--- config.mk ---
export PLATFORM = sky130hd
export DESIGN_NAME = huffman_bit_packer
export DESIGN_NICKNAME = d
export VERILOG_FILES = /design/src/rtl/hbp_pkg.sv /design/src/rtl/hbp_table.sv /design/src/rtl/hbp_pack.sv /design/src/rtl/hbp_out_fifo.sv /design/src/rtl/huffman_bit_packer.sv
export VERILOG_INCLUDE_DIRS = /design/src /design/src/rtl
export SDC_FILE = /design/constraint.sdc
export NUM_CORES = 2
export LEC_CHECK = 0
export BUFFER_PORTS_ARGS = -buffer_cell sky130_fd_sc_hd__buf_2
export CAP_MARGIN = 30
export CELL_PAD_IN_SITES_DETAIL_PLACEMENT = 1
export CELL_PAD_IN_SITES_GLOBAL_PLACEMENT = 2
export CORE_ASPECT_RATIO = 0.75
export CORE_MARGIN = 2
export CORE_UTILIZATION = 50
export CTS_CLUSTER_SIZE = 10
export DETAILED_ROUTE_END_ITERATION = 7
export PLACE_DENSITY_LB_ADDON = 0.25
export SLEW_MARGIN = 20
export SYNTH_ARGS = -nofsm -noshare
export SYNTH_HDL_FRONTEND = slang
export SYNTH_SLANG_ARGS = --single-unit
--- constraint.sdc ---
create_clock -name clk -period 6 [get_ports clk]
set_clock_uncertainty 0.15 [all_clocks]
set_input_delay 1.2 -clock clk [delete_from_list [all_inputs] [get_ports clk]]
set_output_delay 1.2 -clock clk [all_outputs]
set_load 0.03 [all_outputs]
--- src/rtl/huffman_bit_packer_assert.svh ---
// assertion macros shared by the bit packer modules
`ifndef HUFFMAN_BIT_PACKER_ASSERT_SVH
`define HUFFMAN_BIT_PACKER_ASSERT_SVH

`ifndef SYNTHESIS
`define HBP_ASSERT(lbl, ck, rs, prop, msg) \
  lbl: assert property (@(posedge ck) disable iff (rs) (prop)) else $error(msg);
`define HBP_ASSERT_NEXT(lbl, ck, rs, ante, cons, msg) \
  lbl: assert property (@(posedge ck) disable iff (rs) (ante) |=> (cons)) else $error(msg);
`else
`define HBP_ASSERT(lbl, ck, rs, prop, msg)
`define HBP_ASSERT_NEXT(lbl, ck, rs, ante, cons, msg)
`endif

`endif

--- src/rtl/hbp_pkg.sv ---
// types and constants of the huffman bit packer
package hbp_pkg;

  typedef enum logic [1:0] {
    ACT_LOAD   = 2'd0,
    ACT_ENCODE = 2'd1,
    ACT_FINISH = 2'd2
  } action_t;

  localparam logic [1:0] REG_ZERO_SYM = 2'd0;
  localparam logic [1:0] REG_ONE_SYM  = 2'd1;
  localparam logic [1:0] REG_CAPACITY = 2'd2;

  localparam logic [31:0] HIGH_MARK    = 32'h8000_0000;
  localparam logic [4:0]  FIRST_FREE   = 5'd31;
  localparam int          OUT_DEPTH    = 4;
  localparam int          OUT_PTR_W    = $clog2(OUT_DEPTH);
  localparam int          OUT_CNT_W    = $clog2(OUT_DEPTH + 1);

  typedef struct packed {
    logic [4:0] len;
    logic [7:0] code;
  } tbl_entry_t;

  typedef struct packed {
    logic [31:0] out_word;
    logic        word_valid;
    logic        last;
    logic [31:0] total_bytes;
    logic        overflow;
  } result_t;

  typedef struct packed {
    logic [1:0] n;
    result_t    r0;
    result_t    r1;
  } pack_res_t;

endpackage

--- src/rtl/hbp_table.sv ---
// code length and code value table, one synchronous read port
module hbp_table #(
  parameter int SYMBOL_COUNT = 256,
  parameter int IDX_W = $clog2(SYMBOL_COUNT)
) (
  input  logic                clk,
  input  logic                wr_en,
  input  logic [IDX_W-1:0]    wr_idx,
  input  hbp_pkg::tbl_entry_t wr_data,
  input  logic                rd_en,
  input  logic [IDX_W-1:0]    rd_idx,
  output hbp_pkg::tbl_entry_t rd_data
);

  hbp_pkg::tbl_entry_t mem [SYMBOL_COUNT];

  always_ff @(posedge clk) begin
    if (wr_en) begin
      mem[wr_idx] <= wr_data;
    end
  end

  always_ff @(posedge clk) begin
    if (rd_en) begin
      rd_data <= mem[rd_idx];
    end
  end

endmodule

--- src/rtl/hbp_pack.sv ---
// packing stage: shift-merge of codes, word emission and end rule
`include "huffman_bit_packer_assert.svh"

module hbp_pack (
  input  logic                clk,
  input  logic                rst,
  input  logic                take,
  input  logic                in_fin,
  input  logic [7:0]          in_sym,
  input  hbp_pkg::tbl_entry_t rd_data,
  input  logic                adv,
  input  logic [7:0]          zero_sym,
  input  logic [7:0]          one_sym,
  input  logic [31:0]         capacity,
  output logic                s1_valid,
  output hbp_pkg::pack_res_t  res
);

  function automatic logic word_flag(input logic [31:0] w, input logic f);
    logic r;
    r = f;
    if (w == 32'd0) begin
      r = 1'b1;
    end else if (w != hbp_pkg::HIGH_MARK) begin
      r = 1'b0;
    end
    return r;
  endfunction

  function automatic logic [29:0] sat_inc(input logic [29:0] c);
    return (c == '1) ? c : c + 30'd1;
  endfunction

  logic        s1_fin;
  logic [7:0]  s1_sym;
  logic [31:0] bitbuf;
  logic [4:0]  free_bits;
  logic        lsf;
  logic        lwf;
  logic [29:0] wcnt;

  logic        fits;
  logic [31:0] code32;
  logic [31:0] buf_fit;
  logic [31:0] w_enc;
  logic [4:0]  free_spill;
  logic        lsf_enc;
  logic        full;
  logic [31:0] wf0;
  logic        fin_emit;
  logic        second;
  logic [29:0] cnt1;
  logic [29:0] cnt2;
  logic [29:0] cnt_fin;
  logic [31:0] bytes;
  logic        ovf;

  always_comb begin
    code32     = {24'd0, rd_data.code};
    fits       = rd_data.len <= free_bits;
    buf_fit    = (bitbuf << rd_data.len) | code32;
    w_enc      = (bitbuf << free_bits) | (code32 >> 5'(rd_data.len - free_bits));
    free_spill = 5'(6'({1'b0, free_bits} + 6'd32) - {1'b0, rd_data.len});
    if (s1_sym == zero_sym) begin
      lsf_enc = 1'b1;
    end else if (s1_sym != one_sym) begin
      lsf_enc = 1'b0;
    end else begin
      lsf_enc = lsf;
    end

    full = free_bits == 5'd0;
    if (full) begin
      wf0 = bitbuf;
    end else if (lsf) begin
      wf0 = (bitbuf << free_bits) | (32'd1 << 5'(free_bits - 5'd1));
    end else begin
      wf0 = bitbuf << free_bits;
    end
    fin_emit = full | lsf | (bitbuf != 32'd0);
    second   = full & (lsf ^ word_flag(bitbuf, lwf));
    cnt1     = sat_inc(wcnt);
    cnt2     = sat_inc(cnt1);
    if (second) begin
      cnt_fin = cnt2;
    end else if (fin_emit) begin
      cnt_fin = cnt1;
    end else begin
      cnt_fin = wcnt;
    end
    bytes = {cnt_fin, 2'b00};
    ovf   = bytes > capacity;
  end

  // result words of the item in this stage
  always_comb begin
    res    = '0;
    res.n  = 2'd0;
    if (s1_fin) begin
      if (!fin_emit) begin
        res.n  = 2'd1;
        res.r0 = '{out_word: 32'd0, word_valid: 1'b0, last: 1'b1,
                   total_bytes: bytes, overflow: ovf};
      end else if (!second) begin
        res.n  = 2'd1;
        res.r0 = '{out_word: wf0, word_valid: 1'b1, last: 1'b1,
                   total_bytes: bytes, overflow: ovf};
      end else begin
        res.n  = 2'd2;
        res.r0 = '{out_word: wf0, word_valid: 1'b1, last: 1'b0,
                   total_bytes: 32'd0, overflow: 1'b0};
        res.r1 = '{out_word: hbp_pkg::HIGH_MARK, word_valid: 1'b1, last: 1'b1,
                   total_bytes: bytes, overflow: ovf};
      end
    end else if (!fits) begin
      res.n  = 2'd1;
      res.r0 = '{out_word: w_enc, word_valid: 1'b1, last: 1'b0,
                 total_bytes: 32'd0, overflow: 1'b0};
    end
  end

  always_ff @(posedge clk) begin
    if (rst) begin
      s1_valid <= 1'b0;
    end else if (take) begin
      s1_valid <= 1'b1;
    end else if (adv) begin
      s1_valid <= 1'b0;
    end
  end

  always_ff @(posedge clk) begin
    if (take) begin
      s1_fin <= in_fin;
      s1_sym <= in_sym;
    end
  end

  always_ff @(posedge clk) begin
    if (rst) begin
      bitbuf    <= 32'd0;
      free_bits <= hbp_pkg::FIRST_FREE;
      lsf       <= 1'b1;
      lwf       <= 1'b1;
      wcnt      <= 30'd0;
    end else if (adv) begin
      if (s1_fin) begin
        // stream done, back to start of stream
        bitbuf    <= 32'd0;
        free_bits <= hbp_pkg::FIRST_FREE;
        lsf       <= 1'b1;
        lwf       <= 1'b1;
        wcnt      <= 30'd0;
      end else begin
        lsf <= lsf_enc;
        if (fits) begin
          bitbuf    <= buf_fit;
          free_bits <= free_bits - rd_data.len;
        end else begin
          bitbuf    <= code32;
          free_bits <= free_spill;
          lwf       <= word_flag(w_enc, lwf);
          wcnt      <= cnt1;
        end
      end
    end
  end

  `HBP_ASSERT_NEXT(a_fin_restart, clk, rst, adv && s1_fin,
    free_bits == hbp_pkg::FIRST_FREE && wcnt == 30'd0 && bitbuf == 32'd0,
    "finish did not restart the stream")
  `HBP_ASSERT(a_enc_single, clk, rst, !(s1_valid && !s1_fin) || res.n != 2'd2,
    "encode produced two words")
  `HBP_ASSERT(a_bare_on_fin, clk, rst,
    !(res.n != 2'd0 && !res.r0.word_valid) || (s1_fin && res.r0.last),
    "bare report outside finish")

endmodule

--- src/rtl/hbp_out_fifo.sv ---
// result queue taking up to two results a cycle
`include "huffman_bit_packer_assert.svh"

module hbp_out_fifo (
  input  logic               clk,
  input  logic               rst,
  input  hbp_pkg::pack_res_t push,
  input  logic               pop_ready,
  output logic               out_valid,
  output hbp_pkg::result_t   out_data,
  output logic               room
);

  hbp_pkg::result_t mem [hbp_pkg::OUT_DEPTH];

  logic [hbp_pkg::OUT_PTR_W-1:0] rp;
  logic [hbp_pkg::OUT_PTR_W-1:0] wp;
  logic [hbp_pkg::OUT_CNT_W-1:0] cnt;
  logic                          pop;

  assign out_valid = cnt != '0;
  assign out_data  = mem[rp];
  assign pop       = pop_ready & out_valid;
  // two free slots are needed for the worst case finish
  assign room      = cnt <= hbp_pkg::OUT_CNT_W'(hbp_pkg::OUT_DEPTH - 2);

  always_ff @(posedge clk) begin
    if (push.n != 2'd0) begin
      mem[wp] <= push.r0;
    end
    if (push.n == 2'd2) begin
      mem[hbp_pkg::OUT_PTR_W'(wp + 1'b1)] <= push.r1;
    end
  end

  always_ff @(posedge clk) begin
    if (rst) begin
      rp  <= '0;
      wp  <= '0;
      cnt <= '0;
    end else begin
      rp  <= rp + hbp_pkg::OUT_PTR_W'(pop);
      wp  <= wp + hbp_pkg::OUT_PTR_W'(push.n);
      cnt <= cnt + hbp_pkg::OUT_CNT_W'(push.n) - hbp_pkg::OUT_CNT_W'(pop);
    end
  end

  `HBP_ASSERT(a_cnt_bound, clk, rst, cnt <= hbp_pkg::OUT_CNT_W'(hbp_pkg::OUT_DEPTH),
    "result queue count out of range")
  `HBP_ASSERT(a_push_room, clk, rst, push.n == 2'd0 || room,
    "push into result queue without room")
  `HBP_ASSERT_NEXT(a_cnt_track, clk, rst, 1'b1,
    cnt == hbp_pkg::OUT_CNT_W'($past(cnt) + hbp_pkg::OUT_CNT_W'($past(push.n))
                               - hbp_pkg::OUT_CNT_W'($past(pop))),
    "result queue count mismatch")

endmodule

--- src/rtl/huffman_bit_packer.sv ---
// top level of the huffman bit packer
//
// channel  | dir | handshake              | payload
// s_axis   | in  | tvalid/tready          | tuser action, tdata symbol/length/code
// m_axis   | out | tvalid/tready, tlast   | tuser word_valid, tdata word/bytes/overflow
// cfg      | in  | cfg_wen (no wait)      | cfg_index, cfg_data
//
// one request per cycle sustained: a request is registered with its table
// read into the packing stage, which owns the bit buffer and counters
// results queue in a four-entry buffer; a finish may emit two words, drained
// one per cycle, and the input stalls while fewer than two slots are free
// reset is synchronous; the code table has no reset and no clearing pass
module huffman_bit_packer #(
  parameter int SYMBOL_COUNT = 256
) (
  input  logic        clk,
  input  logic        rst,
  input  logic        s_axis_tvalid,
  output logic        s_axis_tready,
  input  logic [23:0] s_axis_tdata,   // symbol[7:0], entry_length[12:8], entry_code[20:13]
  input  logic [1:0]  s_axis_tuser,   // action[1:0]
  output logic        m_axis_tvalid,
  input  logic        m_axis_tready,
  output logic [71:0] m_axis_tdata,   // out_word[31:0], total_bytes[63:32], overflow[64]
  output logic        m_axis_tuser,   // word_valid
  output logic        m_axis_tlast,
  input  logic        cfg_wen,
  input  logic [1:0]  cfg_index,
  input  logic [31:0] cfg_data
);

  localparam int IDX_W = (SYMBOL_COUNT > 1) ? $clog2(SYMBOL_COUNT) : 1;

  // configuration registers
  logic [7:0]  zero_sym;
  logic [7:0]  one_sym;
  logic [31:0] capacity;

  always_ff @(posedge clk) begin
    if (rst) begin
      zero_sym <= 8'd0;
      one_sym  <= 8'd0;
      capacity <= 32'hFFFF_FFFF;
    end else if (cfg_wen) begin
      case (cfg_index)
        hbp_pkg::REG_ZERO_SYM: zero_sym <= cfg_data[7:0];
        hbp_pkg::REG_ONE_SYM:  one_sym  <= cfg_data[7:0];
        hbp_pkg::REG_CAPACITY: capacity <= cfg_data;
        default: ;
      endcase
    end
  end

  // input request decode
  logic [7:0]          in_sym;
  hbp_pkg::tbl_entry_t in_entry;
  logic                is_load;
  logic                is_enc;
  logic                is_fin;
  logic                in_range;
  logic                accept;
  logic                take;

  assign in_sym        = s_axis_tdata[7:0];
  assign in_entry.len  = s_axis_tdata[12:8];
  assign in_entry.code = s_axis_tdata[20:13];
  assign in_range      = {1'b0, in_sym} < 9'(SYMBOL_COUNT);

  always_comb begin
    is_load = 1'b0;
    is_enc  = 1'b0;
    is_fin  = 1'b0;
    case (hbp_pkg::action_t'(s_axis_tuser))
      hbp_pkg::ACT_LOAD:   is_load = 1'b1;
      hbp_pkg::ACT_ENCODE: is_enc  = 1'b1;
      hbp_pkg::ACT_FINISH: is_fin  = 1'b1;
      default: ;  // unused code, dropped
    endcase
  end

  // packing stage and result queue handshake
  logic               s1_valid;
  logic               room;
  logic               adv;
  hbp_pkg::pack_res_t res;
  hbp_pkg::pack_res_t push;
  hbp_pkg::tbl_entry_t rd_data;
  hbp_pkg::result_t   out_data;

  assign adv           = s1_valid & room;
  assign s_axis_tready = !s1_valid | room;
  assign accept        = s_axis_tvalid & s_axis_tready;
  // only in-range encodes and finishes enter the packing stage
  assign take          = accept & ((is_enc & in_range) | is_fin);

  always_comb begin
    push = res;
    if (!adv) begin
      push.n = 2'd0;
    end
  end

  // a load writes at its accept edge, so a following encode reads fresh data
  hbp_table #(
    .SYMBOL_COUNT (SYMBOL_COUNT),
    .IDX_W        (IDX_W)
  ) u_table (
    .clk     (clk),
    .wr_en   (accept & is_load & in_range),
    .wr_idx  (in_sym[IDX_W-1:0]),
    .wr_data (in_entry),
    .rd_en   (accept & is_enc & in_range),
    .rd_idx  (in_sym[IDX_W-1:0]),
    .rd_data (rd_data)
  );

  hbp_pack u_pack (
    .clk      (clk),
    .rst      (rst),
    .take     (take),
    .in_fin   (is_fin),
    .in_sym   (in_sym),
    .rd_data  (rd_data),
    .adv      (adv),
    .zero_sym (zero_sym),
    .one_sym  (one_sym),
    .capacity (capacity),
    .s1_valid (s1_valid),
    .res      (res)
  );

  hbp_out_fifo u_out (
    .clk       (clk),
    .rst       (rst),
    .push      (push),
    .pop_ready (m_axis_tready),
    .out_valid (m_axis_tvalid),
    .out_data  (out_data),
    .room      (room)
  );

  assign m_axis_tdata = {7'd0, out_data.overflow, out_data.total_bytes, out_data.out_word};
  assign m_axis_tuser = out_data.word_valid;
  assign m_axis_tlast = out_data.last;

endmodule
Yosys cells after proc, flatten, opt, wreduce, memory -nomap -nowiden
Memories as Yosys holds them, arrays and structs flattened. A register that Yosys moved wholly into a read port is not among the register bits.
Index checks and enable logic that the tools add are counted.

cells by class
  add/subtract/negate cells = 12
  $mul = 0
  div/mod/pow operators = 0
  magnitude comparators = 3
  equality and inequality tests = 12
  shift operators = 4
  multiplexer cells = 41
  bitwise operators = 15
  reduce and logical (&&, ||, !) cells = 18

operators by type and width
  cell                                                                count
  69-bit two-way mux                                                  3
  67-bit two-way mux                                                  3
  30-bit two-way mux                                                  6
  32-bit two-way mux                                                  4
  68-bit two-way mux                                                  1
  32-bit zero test                                                    2
  32-bit inequality test, second input constant                       2
  32-bit OR                                                           2
  32-bit by 5-bit left shift with 32-bit output                       2
  30-bit by 1-bit adder with 30-bit output, second input constant     2
  30-bit == test, second input constant                               2
  32-bit > comparator                                                 1
  32-bit by 8-bit OR with 32-bit output                               1
  32-bit nonzero test                                                 1
  1-bit by 5-bit left shift with 32-bit output, first input constant  1
  8-bit by 5-bit >> shifter with 32-bit output                        1
  1-bit two-way mux                                                   20
  5-bit subtractor                                                    3
  5-bit two-way mux                                                   2
  2-bit AND reduction                                                 5
  3-bit nonzero test                                                  3
  8-bit == test                                                       1
  8-bit inequality test                                               1
  1-bit bitwise AND                                                   7
  20 further kinds                                                    29

word-level totals
  register bits = 134
  latch bits = 0
  RAM bits = 3596
  memory bits (read-only) = 0
  input port bits = 65
  output and inout bits = 76
  logic and storage cells = 121
  memories = 2

memory list
  memory       words  bits a word  read ports  clocked after memory_dff  wr ports  RTL line            source
  u_table.mem  256    13           1           1                         1         hbp_table.sv:15     hbp_pkg::tbl_entry_t mem [SYMBOL_COUNT];
  u_out.mem    4      67           1           1                         2         hbp_out_fifo.sv:14  hbp_pkg::result_t mem [hbp_pkg::OUT_DEPTH];

Logic depth before layout (Yosys ltp)
  depth after elaboration = 14
  gate-level depth with buffers = 29
  depth with buffers taken out = 26

By module
Synthesis repeated with hierarchy kept, for this count alone.

second synthesis, totals
  cells, all modules = 8324
  area total of the unflattened synthesis = 155776.9 um2

by module, submodules not included
  module              instances  cells an instance  area an instance (um2)  seq. area each (um2)
  hbp_table           1          5729               128514.5                100326.2
  hbp_out_fifo        1          694                13351.6                 8187.9
  hbp_pack            1          1678               11786.3                 1671.6
  huffman_bit_packer  1          223                2124.5                  960.9

Least setup slack after synthesis
OpenSTA, ideal clock, no wires.

  path type = register -> register
  from = register u_pack.wcnt[15]
  to = memory u_out.mem[1][0] (netlist name), data pin
  setup time = 275 ps
  arrival time = 5130 ps
  data required time = 5575 ps
  path slack = 446 ps
  cell stages (with the launch flop) = 27
  buffers on the path = 3
  period minus slack after synthesis = 5554 ps
  path through = dfxtp_1 -> clkbuf_1 -> nand2_1 -> or4_1 -> clkbuf_1 -> nor3_1 -> clkbuf_1 -> xnor2_1 -> ha_1 -> o211a_1 -> and3_1 -> nand3_4 -> o211ai_1 -> nor2_1 -> xor2_1 -> o31ai_1 -> ha_1 -> a21o_1 -> a21o_1 -> a211oi_1 -> o21ai_0 -> o21bai_1 -> a311oi_1 -> nor2_1 -> nand2_1 -> o311ai_0 -> nor2_1

RTL lines
  what                    RTL line            source
  from (decl)             hbp_pack.sv:40      logic [29:0] wcnt;
  from (signal assigned)  hbp_pack.sv:163     wcnt <= cnt1;
  to (decl)               hbp_out_fifo.sv:14

==> results.py <==
metrics = {
    "status": {
        "status": "complete, but fails checks",
        "violations": "DRC",
    },
    "synthesis": {
        "synth_area_leader_cell": "edfxtp_1",
        "synth_area_per_cell_um2": 19.6,
        "netlist_instances": 7721,
        "ys_seq_area_share_pct": 72.3,
        "ys_seq_elements": 3735,
        "synth.area.top_cells": "edfxtp_1 69%, mux4_2 17%, dfxtp_1 3.3%",
        "netlist_area_um2": 152000,
        "synth_top_area_share_pct": 69.0,
        "ys_top_cells_by_count": "3486 x edfxtp_1, 1167 x mux4_2, 498 x nor2_1, 358 x clkbuf_1, 318 x nand2_1",
        "synth_edf_count": 3486,
        "post-synth-top-count-cell": "edfxtp_1",
        "async_flop_share_pct": 0,
        "synth-main-ff-cell": "edfxtp_1",
        "ys_types": 99,
        "yosysWarningCount": 0,
    },
    "clock_tree": {
        "clk_pin_slew_ns": 0.06,
        "root_buffer": "clkbuf_16",
        "cts.sink_count": 3735,
        "ctsHoldBuffers": 0,
        "tritoncts": "yes",
        "numCtsBuffers": 419,
        "clk_path_buf_depth": 4,
        "clkLatencyLatePin_ns": 0.94,
        "htreeDepth": 5,
    },
    "placed_design": {
        "portBuffers": 128,
        "hpwl_mm": 281,
        "gp_congestion": 0.895,
    },
    "floorplanning": {
        "io_pins": 141,
        "core_um2": 302000,
        "dieArea_um2": 308000,
        "rows": 175,
        "start_util_pct": 50.1,
        "die_h_um": 481,
        "dieWidth_um": 640,
    },
    "sta": {
        "tightest_slew_ns": 1.35,
        "finalSetupViolCount": 0,
        "clock.fmax_mhz": 173,
        "fin_hold_ws_ns": 0.301,
        "relSlewSlack_pct": 9.72,
        "period_share_pct": 96.4,
        "min_period_ns": 5.78,
        "hold_viol_final": 0,
        "finalMaxSlewViolations": 0,
    },
    "final_layout": {
        "nets": 8570,
        "area_delta_synth_final_pct": 14.2,
        "drive_gt1_share_pct": 30.0,
    },
    "power": {
        "vdd_drop_max_mv": 0.285,
        "power_uw": 54900,
        "cellPowerDensity_nw_per_um2": 317,
        "leakagePower_uw": 0.0556,
    },
    "detailed_routing": {
        "drc": 4,
        "final_antenna_net_count": 0,
        "via_per_inst": 6.52,
        "drt_pass1_iterations": 8,
        "wirelength_mm": 441,
        "drt_iter0_drc": 10900,
        "num_vias": 82500,
        "wl_per_cell_um": 34.9,
    },
    "global_routing": {
        "grt_pass1_wl_mm": 632,
        "grt_usage_pct": 28.7,
        "gr-total-overflow": 0,
        "grt_max_degree": 177,
        "grt_pass1_vias": 84500,
        "antenna_found_initial": 28,
    },
    "setup_path": {
        "worstSetupPathType": "reg2reg",
        "cp_common_cell": "buf_4",
        "cpMaxStageDelayCell": "or4_4",
        "cp.arrival_ns": 6.38,
        "crit_path_max_fanout": 4,
        "startpoint_type": "flip-flop",
        "worstPathRequired_ns": 6.60,
        "crit_path_max_incr_delay_ns": 0.54,
        "end_kind": "flip-flop",
    },
    "job": {
        "maxCapViolCount": 0,
    },
    "min_path": {
        "hold_path.class": "reg2reg",
    },
}
## layout by cell type (no fill, tap or decap), types with 49 or more instances in the layout
cell | netlist | routed
edfxtp_1 | 3486 | 3486
mux4_2 | 1167 | 1167
buf_4 | 9 | 633
nor2_1 | 498 | 489
clkbuf_16 | 0 | 424
nand2_1 | 318 | 306
dfxtp_1 | 249 | 243
o21ai_0 | 157 | 151
o22ai_1 | 144 | 144
a21oi_1 | 143 | 136
buf_2 | 48 | 110
clkbuf_1 | 358 | 90
mux2i_1 | 78 | 78
inv_1 | 66 | 66
nand3_1 | 69 | 65
nor3_1 | 63 | 59
buf_12 | 0 | 59
xnor2_1 | 60 | 58
a22oi_1 | 49 | 49
## registers in the layout (all words and copies together) (netlist names), 2 cells and up
| signal | cells |
|---|---|
| u_pack.s1_sym | 8 |
| one_sym | 8 |
| u_pack.free_bits | 5 |
| zero_sym | 8 |
| u_out.mem | 260 |
| u_table.mem | 3328 |
| u_out.cnt | 3 |
| u_out.wp | 2 |
| u_pack.bitbuf | 32 |
| u_out.rp | 2 |
| u_table.rd_data | 13 |
| capacity | 32 |
| u_pack.wcnt | 30 |
## area by class of cell
type,instances,area [um^2]
Antenna cell,13,32.5
Clock buffer,517,11000
Clock inverter,19,322
Fill cell,26000,129000
Inverter,71,267
Multi-Input combinational cell,3402,39900
Sequential cell,3735,110000
Tap cell,4071,5090
Timing Repair Buffer,824,6830
## logic make-up after synthesis
logic type,synth area share [%]
compound gates,3.59
xor+xnor,0.542
fa+ha+maj,0.444
buf+inv,1.53
flops,72.3
mux,18.0
other cells,0.00247
simple gates,3.53
## through the flow
stage	instances	util [%]	TNS, ns	area [um^2]	setup slack, ns
after detailed placement	12100	53.4	-0.514	161000	-0.177
after CTS	12600	57.1	0	173000	0.0435
after floorplan	7729	-	0	152000	0.446
after global placement	12100	53.4	-0.854	161000	-0.277
final	12700	57.3	0	173000	0.215
after global routing	12600	57.3	-0.0898	173000	-0.0384
## routing by layer
layer / GRT usage (%) / share of wire [%]
met2: 42.1 / 45
met3: 5.61 / 9.3
met5: 0 / 0.026
met1: 44.5 / 43
met4: 7.18 / 2.5
## repair_timing
| action | in CTS | in global routing |
|---|---|---|
| pin swaps | 2 | 18 |
| setup endpoints to repair | 4 | 4 |
| setup buffers | 1 | 5 |
| resized for setup | 9 | 41 |
## final timing paths
check / slack [ns] / start / cells past startpoint / endpoint
worst max-delay path: 0.22 / u_pack.wcnt[0] / 26 / u_out.mem[2][0]
worst min-delay path: 0.30 / u_out.mem[2][58] / 2 / u_out.mem[2][58]
worst min register to register: 0.30 / u_out.mem[2][58] / 2 / u_out.mem[2][58]
worst max register to register: 0.22 / u_pack.wcnt[0] / 26 / u_out.mem[2][0]
## worst max-delay path: cells and delay by family, from the launching register on
kind | cells | cell delay [ns]
AO/OA/AOI/OAI | 7 | 1.36
adder cells (fa/ha/maj) | 2 | 0.46
buffers and inverters | 6 | 1.10
flip-flops | 1 | 0.35
AND/OR/NAND/NOR | 9 | 1.85
XOR/XNOR | 2 | 0.36
## report_power, final
group / switching, uW / leakage (uW) / total (uW) / internal, uW
Sequential: 102 / 0.0334 / 28600 / 28500
Combinational: 2460 / 0.0167 / 3920 / 1460
Clock: 9690 / 0.00550 / 22400 / 12700
(Power assumes the default switching activity.)
